[src/rtl/core/sha1c_pkg.sv]
package sha1c_pkg;

    // Block geometry.
    localparam int unsigned BLOCK_WORDS  = 16;
    localparam int unsigned ROUND_COUNT  = 80;
    localparam int unsigned DIGEST_WORDS = 5;

    localparam int unsigned WORD_CNT_W  = $clog2(BLOCK_WORDS);
    localparam int unsigned ROUND_CNT_W = $clog2(ROUND_COUNT);
    localparam int unsigned DIGEST_IDX_W = $clog2(DIGEST_WORDS);

    // Round boundaries between the four round functions.
    localparam logic [ROUND_CNT_W-1:0] PARITY1_START  = ROUND_CNT_W'(20);
    localparam logic [ROUND_CNT_W-1:0] MAJORITY_START = ROUND_CNT_W'(40);
    localparam logic [ROUND_CNT_W-1:0] PARITY2_START  = ROUND_CNT_W'(60);
    localparam logic [ROUND_CNT_W-1:0] LAST_ROUND     = ROUND_CNT_W'(ROUND_COUNT - 1);
    localparam logic [ROUND_CNT_W-1:0] EXPAND_START   = ROUND_CNT_W'(BLOCK_WORDS);
    localparam logic [WORD_CNT_W-1:0]  LAST_WORD      = WORD_CNT_W'(BLOCK_WORDS - 1);
    localparam logic [DIGEST_IDX_W-1:0] LAST_DIGEST   = DIGEST_IDX_W'(DIGEST_WORDS - 1);

    // Initial chaining value.
    localparam logic [31:0] INIT_HASH [DIGEST_WORDS] = '{
        32'h67452301, 32'hEFCDAB89, 32'h98BADCFE, 32'h10325476, 32'hC3D2E1F0
    };

    // Round function selector.
    typedef enum logic [1:0] {
        PH_CHOOSE,
        PH_PARITY1,
        PH_MAJORITY,
        PH_PARITY2
    } sha1c_phase_t;

    // Input request and result payloads.
    typedef struct packed {
        logic [31:0] data_word;
        logic        first_block;
        logic        final_block;
    } sha1c_in_t;

    typedef struct packed {
        logic [31:0] digest_word;
        logic        digest_last;
    } sha1c_out_t;

    // Controls from the sequencer to the datapath.
    typedef struct packed {
        logic         load_word;
        logic         round_load;
        logic         round_step;
        logic         expand;
        sha1c_phase_t phase;
        logic         chain_init;
        logic         chain_update;
    } sha1c_ctl_t;

    // Round constant for each round function.
    function automatic logic [31:0] round_const(input sha1c_phase_t ph);
        logic [31:0] k;
        begin
            unique case (ph)
                PH_CHOOSE:   k = 32'h5A827999;
                PH_PARITY1:  k = 32'h6ED9EBA1;
                PH_MAJORITY: k = 32'h8F1BBCDC;
                PH_PARITY2:  k = 32'hCA62C1D6;
                default:     k = 32'h5A827999;
            endcase
            return k;
        end
    endfunction

endpackage

[src/rtl/core/sha1c_sched.sv]
module sha1c_sched
    import sha1c_pkg::*;
(
    input  logic        clk,
    input  sha1c_ctl_t  ctl,
    input  logic [31:0] data_word,
    output logic [31:0] wt
);

    logic [31:0] win_reg [BLOCK_WORDS];
    logic [31:0] mix;
    logic [31:0] tail_next;

    // Expanded schedule word from the fixed taps of the window.
    assign mix = win_reg[13] ^ win_reg[8] ^ win_reg[2] ^ win_reg[0];
    assign wt  = ctl.expand ? {mix[30:0], mix[31]} : win_reg[0];

    // Message words shift in while loading; round words shift in during rounds.
    assign tail_next = ctl.load_word ? data_word : wt;

    always_ff @(posedge clk)
    begin
        if (ctl.load_word || ctl.round_step)
        begin
            for (int i = 0; i < BLOCK_WORDS - 1; i++)
            begin
                win_reg[i] <= win_reg[i + 1];
            end
            win_reg[BLOCK_WORDS - 1] <= tail_next;
        end
    end

endmodule

[src/rtl/core/sha1c_round.sv]
module sha1c_round
    import sha1c_pkg::*;
(
    input  logic        clk,
    input  sha1c_ctl_t  ctl,
    input  logic [31:0] load_val [DIGEST_WORDS],
    input  logic [31:0] wt,
    output logic [31:0] work [DIGEST_WORDS]
);

    logic [31:0] a_reg, b_reg, c_reg, d_reg, e_reg;
    logic [31:0] f;
    logic [31:0] temp_next;

    // Round function for the current phase.
    always_comb
    begin
        unique case (ctl.phase)
            PH_CHOOSE:   f = (b_reg & c_reg) | (~b_reg & d_reg);
            PH_MAJORITY: f = (b_reg & c_reg) | (b_reg & d_reg) | (c_reg & d_reg);
            PH_PARITY1,
            PH_PARITY2:  f = b_reg ^ c_reg ^ d_reg;
            default:     f = b_reg ^ c_reg ^ d_reg;
        endcase
    end

    // The shared round adder; all sums wrap at 32 bits.
    assign temp_next = {a_reg[26:0], a_reg[31:27]} + f + e_reg
                       + round_const(ctl.phase) + wt;

    always_ff @(posedge clk)
    begin
        if (ctl.round_load)
        begin
            a_reg <= load_val[0];
            b_reg <= load_val[1];
            c_reg <= load_val[2];
            d_reg <= load_val[3];
            e_reg <= load_val[4];
        end
        else if (ctl.round_step)
        begin
            a_reg <= temp_next;
            b_reg <= a_reg;
            c_reg <= {b_reg[1:0], b_reg[31:2]};
            d_reg <= c_reg;
            e_reg <= d_reg;
        end
    end

    assign work[0] = a_reg;
    assign work[1] = b_reg;
    assign work[2] = c_reg;
    assign work[3] = d_reg;
    assign work[4] = e_reg;

endmodule

[src/rtl/core/sha1c_seq.sv]
module sha1c_seq
    import sha1c_pkg::*;
(
    input  logic                    clk,
    input  logic                    rst_n,
    input  logic                    in_valid,
    output logic                    in_ready,
    input  logic                    first_block,
    input  logic                    final_block,
    output logic                    out_valid,
    input  logic                    out_ready,
    output logic [DIGEST_IDX_W-1:0] out_idx,
    output sha1c_ctl_t              ctl
);

    typedef enum logic [1:0] {
        ST_LOAD,
        ST_ROUND,
        ST_UPDATE,
        ST_OUTPUT
    } state_t;

    state_t                  state_reg, state_next;
    logic [WORD_CNT_W-1:0]   word_cnt_reg, word_cnt_next;
    logic [ROUND_CNT_W-1:0]  round_cnt_reg, round_cnt_next;
    logic [DIGEST_IDX_W-1:0] out_idx_reg, out_idx_next;
    logic                    final_reg, final_next;
    logic                    accept;
    logic                    block_done;

    assign in_ready   = (state_reg == ST_LOAD);
    assign out_valid  = (state_reg == ST_OUTPUT);
    assign out_idx    = out_idx_reg;
    assign accept     = in_valid && in_ready;
    assign block_done = accept && (word_cnt_reg == LAST_WORD);

    // Datapath controls decoded from the state.
    always_comb
    begin
        ctl              = '0;
        ctl.load_word    = accept;
        ctl.round_load   = block_done;
        ctl.chain_init   = block_done && first_block;
        ctl.round_step   = (state_reg == ST_ROUND);
        ctl.expand       = (state_reg == ST_ROUND) && (round_cnt_reg >= EXPAND_START);
        ctl.chain_update = (state_reg == ST_UPDATE);
        if (round_cnt_reg < PARITY1_START)
        begin
            ctl.phase = PH_CHOOSE;
        end
        else if (round_cnt_reg < MAJORITY_START)
        begin
            ctl.phase = PH_PARITY1;
        end
        else if (round_cnt_reg < PARITY2_START)
        begin
            ctl.phase = PH_MAJORITY;
        end
        else
        begin
            ctl.phase = PH_PARITY2;
        end
    end

    // Next-state logic of the sequencer.
    always_comb
    begin
        state_next     = state_reg;
        word_cnt_next  = word_cnt_reg;
        round_cnt_next = round_cnt_reg;
        out_idx_next   = out_idx_reg;
        final_next     = final_reg;
        unique case (state_reg)
            ST_LOAD:
            begin
                if (accept)
                begin
                    word_cnt_next = word_cnt_reg + 1'b1;
                    if (block_done)
                    begin
                        final_next     = final_block;
                        round_cnt_next = '0;
                        state_next     = ST_ROUND;
                    end
                end
            end
            ST_ROUND:
            begin
                round_cnt_next = round_cnt_reg + 1'b1;
                if (round_cnt_reg == LAST_ROUND)
                begin
                    state_next = ST_UPDATE;
                end
            end
            ST_UPDATE:
            begin
                out_idx_next = '0;
                state_next   = final_reg ? ST_OUTPUT : ST_LOAD;
            end
            ST_OUTPUT:
            begin
                if (out_ready)
                begin
                    out_idx_next = out_idx_reg + 1'b1;
                    if (out_idx_reg == LAST_DIGEST)
                    begin
                        state_next = ST_LOAD;
                    end
                end
            end
            default:
            begin
                state_next = ST_LOAD;
            end
        endcase
    end

    always_ff @(posedge clk or negedge rst_n)
    begin
        if (!rst_n)
        begin
            state_reg     <= ST_LOAD;
            word_cnt_reg  <= '0;
            round_cnt_reg <= '0;
            out_idx_reg   <= '0;
            final_reg     <= 1'b0;
        end
        else
        begin
            state_reg     <= state_next;
            word_cnt_reg  <= word_cnt_next;
            round_cnt_reg <= round_cnt_next;
            out_idx_reg   <= out_idx_next;
            final_reg     <= final_next;
        end
    end

endmodule

[src/rtl/core/sha1_block_compression.sv]
// SHA-1 block compression core. Padded message words enter one per request,
// one per cycle, sixteen to a block; the flags of the sixteenth request decide
// whether the block restarts from the standard initial values and whether the
// five digest words h0..h4 are sent out afterwards. A single round unit runs
// the 80 rounds at one round per cycle, fed by a 16-word shift window that
// expands the message schedule. A block is loaded, run through the rounds and
// then added into the chaining value; after a final block the five digest
// words go out one by one, each held while the consumer stalls.
// The core does not take new words while it is compressing or emitting.
module sha1_block_compression
    import sha1c_pkg::*;
(
    input  logic       clk,
    input  logic       rst_n,
    input  logic       word_valid,
    output logic       word_ready,
    input  sha1c_in_t  word,
    output logic       digest_valid,
    input  logic       digest_ready,
    output sha1c_out_t digest
);

    sha1c_ctl_t              ctl;
    logic [DIGEST_IDX_W-1:0] out_idx;
    logic [31:0]             wt;
    logic [31:0]             chain_reg [DIGEST_WORDS];
    logic [31:0]             load_val [DIGEST_WORDS];
    logic [31:0]             work [DIGEST_WORDS];

    sha1c_seq u_seq (
        .clk         (clk),
        .rst_n       (rst_n),
        .in_valid    (word_valid),
        .in_ready    (word_ready),
        .first_block (word.first_block),
        .final_block (word.final_block),
        .out_valid   (digest_valid),
        .out_ready   (digest_ready),
        .out_idx     (out_idx),
        .ctl         (ctl)
    );

    sha1c_sched u_sched (
        .clk       (clk),
        .ctl       (ctl),
        .data_word (word.data_word),
        .wt        (wt)
    );

    sha1c_round u_round (
        .clk      (clk),
        .ctl      (ctl),
        .load_val (load_val),
        .wt       (wt),
        .work     (work)
    );

    // Working variables start from the initial values on a first block.
    always_comb
    begin
        for (int i = 0; i < DIGEST_WORDS; i++)
        begin
            load_val[i] = ctl.chain_init ? INIT_HASH[i] : chain_reg[i];
        end
    end

    // Chaining value with feed-forward addition after the last round.
    always_ff @(posedge clk or negedge rst_n)
    begin
        if (!rst_n)
        begin
            for (int i = 0; i < DIGEST_WORDS; i++)
            begin
                chain_reg[i] <= INIT_HASH[i];
            end
        end
        else if (ctl.chain_init)
        begin
            for (int i = 0; i < DIGEST_WORDS; i++)
            begin
                chain_reg[i] <= INIT_HASH[i];
            end
        end
        else if (ctl.chain_update)
        begin
            for (int i = 0; i < DIGEST_WORDS; i++)
            begin
                chain_reg[i] <= chain_reg[i] + work[i];
            end
        end
    end

    // Digest words go out from the held chaining value.
    assign digest.digest_word = chain_reg[out_idx];
    assign digest.digest_last = (out_idx == LAST_DIGEST);

endmodule

[config.mk]
export PLATFORM = sky130hd
export DESIGN_NAME = sha1_block_compression
export DESIGN_NICKNAME = d
export VERILOG_FILES = /design/src/rtl/core/sha1c_pkg.sv /design/src/rtl/core/sha1c_sched.sv /design/src/rtl/core/sha1c_round.sv /design/src/rtl/core/sha1c_seq.sv /design/src/rtl/core/sha1_block_compression.sv
export SDC_FILE = /design/constraint.sdc
export NUM_CORES = 2
export LEC_CHECK = 0
export BUFFER_PORTS_ARGS = -buffer_cell sky130_fd_sc_hd__buf_2
export CAP_MARGIN = 20
export CORE_MARGIN = 1
export CORE_UTILIZATION = 69
export DETAILED_ROUTE_END_ITERATION = 10
export PLACE_DENSITY = 0.86
export SLEW_MARGIN = 20
export SYNTH_ARGS = -nofsm -noshare
export SYNTH_HDL_FRONTEND = slang
export SYNTH_SLANG_ARGS = --single-unit
[constraint.sdc]
create_clock -name clk -period 44 [get_ports clk]
set_input_delay 4.4 -clock clk [delete_from_list [all_inputs] [get_ports clk]]
set_output_delay 4.4 -clock clk [all_outputs]
set_load 0.05 [all_outputs]
==> impl_metrics.csv <==
group,metric,value,unit
run_status,status,"complete, no violations",
finish,diodes,0,
timing,fin_setup_tns,0,ps
worst_setup_path,cp-end-kind,"flop",
min_path,min-delay-path-class,"reg2reg",
clocking,clock_tree.root_cell,"clkbuf_16",
global_routing,grt_pass1_vias,29690,
worst_setup_path,worst_setup_path_start_kind,"flop",
finish,nets,4198,
route,antenna_left,0,
timing,slew_viol_final,0,
global_routing,antenna_found_initial,1,
route,avgRoutedWirePerCell,22.85,um
clocking,post-cts-setup-buffer-count,0,
clocking,cts_buffers,85,
synth,yosysWarnings,0,
finish,final_core_utilization,76.60,%
global_routing,gr-total-overflow,0,
floorplan,die_y,256.2,um
min_path,whs_path_depth,0,
worst_setup_path,required,44350,ps
synth,synth_edf_count,672,
timing,period_minus_slack,8045,ps
placement,io_buffers,72,
synth,synth_area_per_cell,11.86,um2
timing,rsz0062_at_grt,"no",
worst_setup_path,path_class,"reg2reg",
clocking,holdBufCountCts,0,
synth,synth_seq_area_share,55.42,%
global_routing,grt_usage,33.05,%
worst_setup_path,critPathMaxFanout,37,
route,drc,0,
synth,synth.distinct_cells,81,
timing,final-setup-viol-count,0,
synth,synth_seq_cells,849,
placement,place.gp.congestion,0.9552,
run,drv_cap,0,
worst_setup_path,arrival,8400,ps
timing,worst_slew_pin_slew,1053,ps
placement,dpl.hpwl,72420,um
floorplan,start_util,70.30,%
floorplan,die_x,256.2,um
global_routing,grt_max_degree,201,
clocking,clockBufferDepth,3,
timing,finalCritPeriodShare,18.29,%
route,wirelength,107900,um
floorplan,ios,73,
route,vias_per_cell,6.449,
synth,async_flop_share,20.85,%
finish,fillers,3800,
timing,finClkSkew,29.42,ps
synth,synth_ff_type,"edfxtp_1",
floorplan,fp.dieArea,0.06564,mm2
clocking,cts_resized,0,
synth,syn_inst,3759,
clocking,cts.clk_slew.worst_paths,60,ps
route,firstDrtPassIters,6,
timing,finalHoldViolations,0,
floorplan,core,0.06343,mm2
floorplan,rows,92,
timing,max_slew_margin,29.77,%
route,vias,30450,
synth,syn-num-nets,4152,
finish,largest_reg_flops,512,
clocking,htreeDepth,3,
route,drt_iter0_drc,3812,
clocking,cts_tree,"built",
global_routing,grt_first_pass_wirelength,167200,um
worst_setup_path,r2r.worst_path.cells,27,
clocking,clkSinkCount,849,
timing,fmax,124.3,MHz
synth,syn-cell-area,0.04459,mm2
clocking,clock_latency,650,ps
finish,syn_to_final_growth,8.960,%
finish,drive_above_1_share,9.523,%
==> final timing paths <==
path,start,end,slack (ps)
worst max-delay path,u_seq.round_cnt_reg[5]$_DFFE_PN0P_,u_round.a_reg[31]$_DFFE_PP_,35950
worst min-delay path,u_sched.win_reg[1][240]$_DFFE_PP_,u_sched.win_reg[1][208]$_DFFE_PP_,400
worst max register to register,u_seq.round_cnt_reg[5]$_DFFE_PN0P_,u_round.a_reg[31]$_DFFE_PP_,35950
worst min register to register,u_sched.win_reg[1][240]$_DFFE_PP_,u_sched.win_reg[1][208]$_DFFE_PP_,400
max in group asynchronous,rst_n,chain_reg[149]$_DFFE_PN0P_,38850
min in group asynchronous,rst_n,chain_reg[93]$_DFFE_PN0P_,3770
==> placed cells by master (no fill, tap or decap), drive strengths merged, types with 89 or more instances in the layout <==
master | netlist | routed
edfxtp | 672 | 672
nand2 | 401 | 401
o21ai | 335 | 335
a21oi | 283 | 283
nor2 | 236 | 236
ha | 230 | 230
xnor2 | 169 | 169
inv | 151 | 155
fa | 125 | 125
clkbuf | 128 | 113
buf | 17 | 103
dfrtp | 97 | 97
a21o | 91 | 91
xor2 | 89 | 89
==> per-stage QoR <==
step | hold slack, ps | area, um2 | worst slack [ps] | std cells
6_report | 399.2 | 48580 | 35950 | 4721
5_1_grt | 409.8 | 48580 | 35630 | 4721
2_1_floorplan | 400.3 | 44590 | 25850 | 3759
3_5_place_dp | 404.5 | 45780 | 35650 | 4564
4_1_cts | 403.1 | 48580 | 36130 | 4721
3_3_place_gp | 400.5 | 45780 | 35750 | 4564
==> cells in the mapped netlist, types with 35 or more instances <==
library cell	instances	area [um2]
edfxtp_1	672	20180
nand2_1	401	1505
o21ai_0	323	1617
a21oi_1	283	1416
nor2_1	236	885.9
ha_1	230	2878
xnor2_1	169	1480
inv_1	150	563.0
clkbuf_1	128	480.5
fa_1	125	2502
dfrtp_1	97	2427
a21o_1	90	675.7
xor2_1	89	779.5
dfstp_2	80	2102
mux2i_1	68	680.7
nand3_1	56	280.3
o22ai_1	41	256.5
nor3_1	38	190.2
a211oi_1	37	277.8
nor2b_1	35	219.0
==> cell type report <==
class                   count  area (um2)  area share [%]
multi-input cells        2613       18810           38.71
flip-flops and latches    849       24710           50.87
well taps                 846        1059           2.179
clock buffers             112        2288           4.711
repair buffers            104       638.1           1.313
clock inverters            45       508.0           1.046
inverters                 152       570.5           1.174
==> cell families after synthesis <==
kind of cell	after synthesis	share of synthesized area, %
AND/OR/NAND/NOR	899	8.851
multiplexers	96	2.234
flip-flops	849	55.42
buffers and inverters	297	2.540
XOR/XNOR	258	5.068
AO/OA/AOI/OAI	1004	13.80
adder cells (fa/ha/maj)	356	12.09
==> worst max-delay path, stage by stage (launching register included) <==
cell	delay, ps
dfrtp_1	420
inv_1	90
maj3_1	350
a221o_1	350
buf_4	270
inv_1	150
ha_1	780
buf_4	400
a221oi_1	130
nor2_1	260
fa_1	450
inv_1	90
fa_1	430
inv_1	90
fa_1	420
ha_1	220
inv_1	90
fa_1	220
nor2b_1	60
o21ai_1	170
o21ai_0	200
a31oi_1	540
o211ai_1	350
a31oi_1	440
o2111ai_1	230
a21oi_1	260
xnor2_1	150
a21oi_1	90
==> metal layers <==
| metal | GRT usage, % | routed length, um | share of wire [%] | vias to the layer above |
|---|---|---|---|---|
| met4 | 13.09 | 4111 | 3.8 | 0 |
| met5 | 0 | 0 | 0 | - |
| met1 | 48.18 | 44540 | 41 | 14850 |
| li1 | - | - | - | 13790 |
| met2 | 50.70 | 48890 | 45 | 1609 |
| met3 | 4.775 | 10350 | 9.6 | 202 |
Power is not shown: default switching activity piles up to over one toggle a cycle in this logic, so the estimate is an artifact.
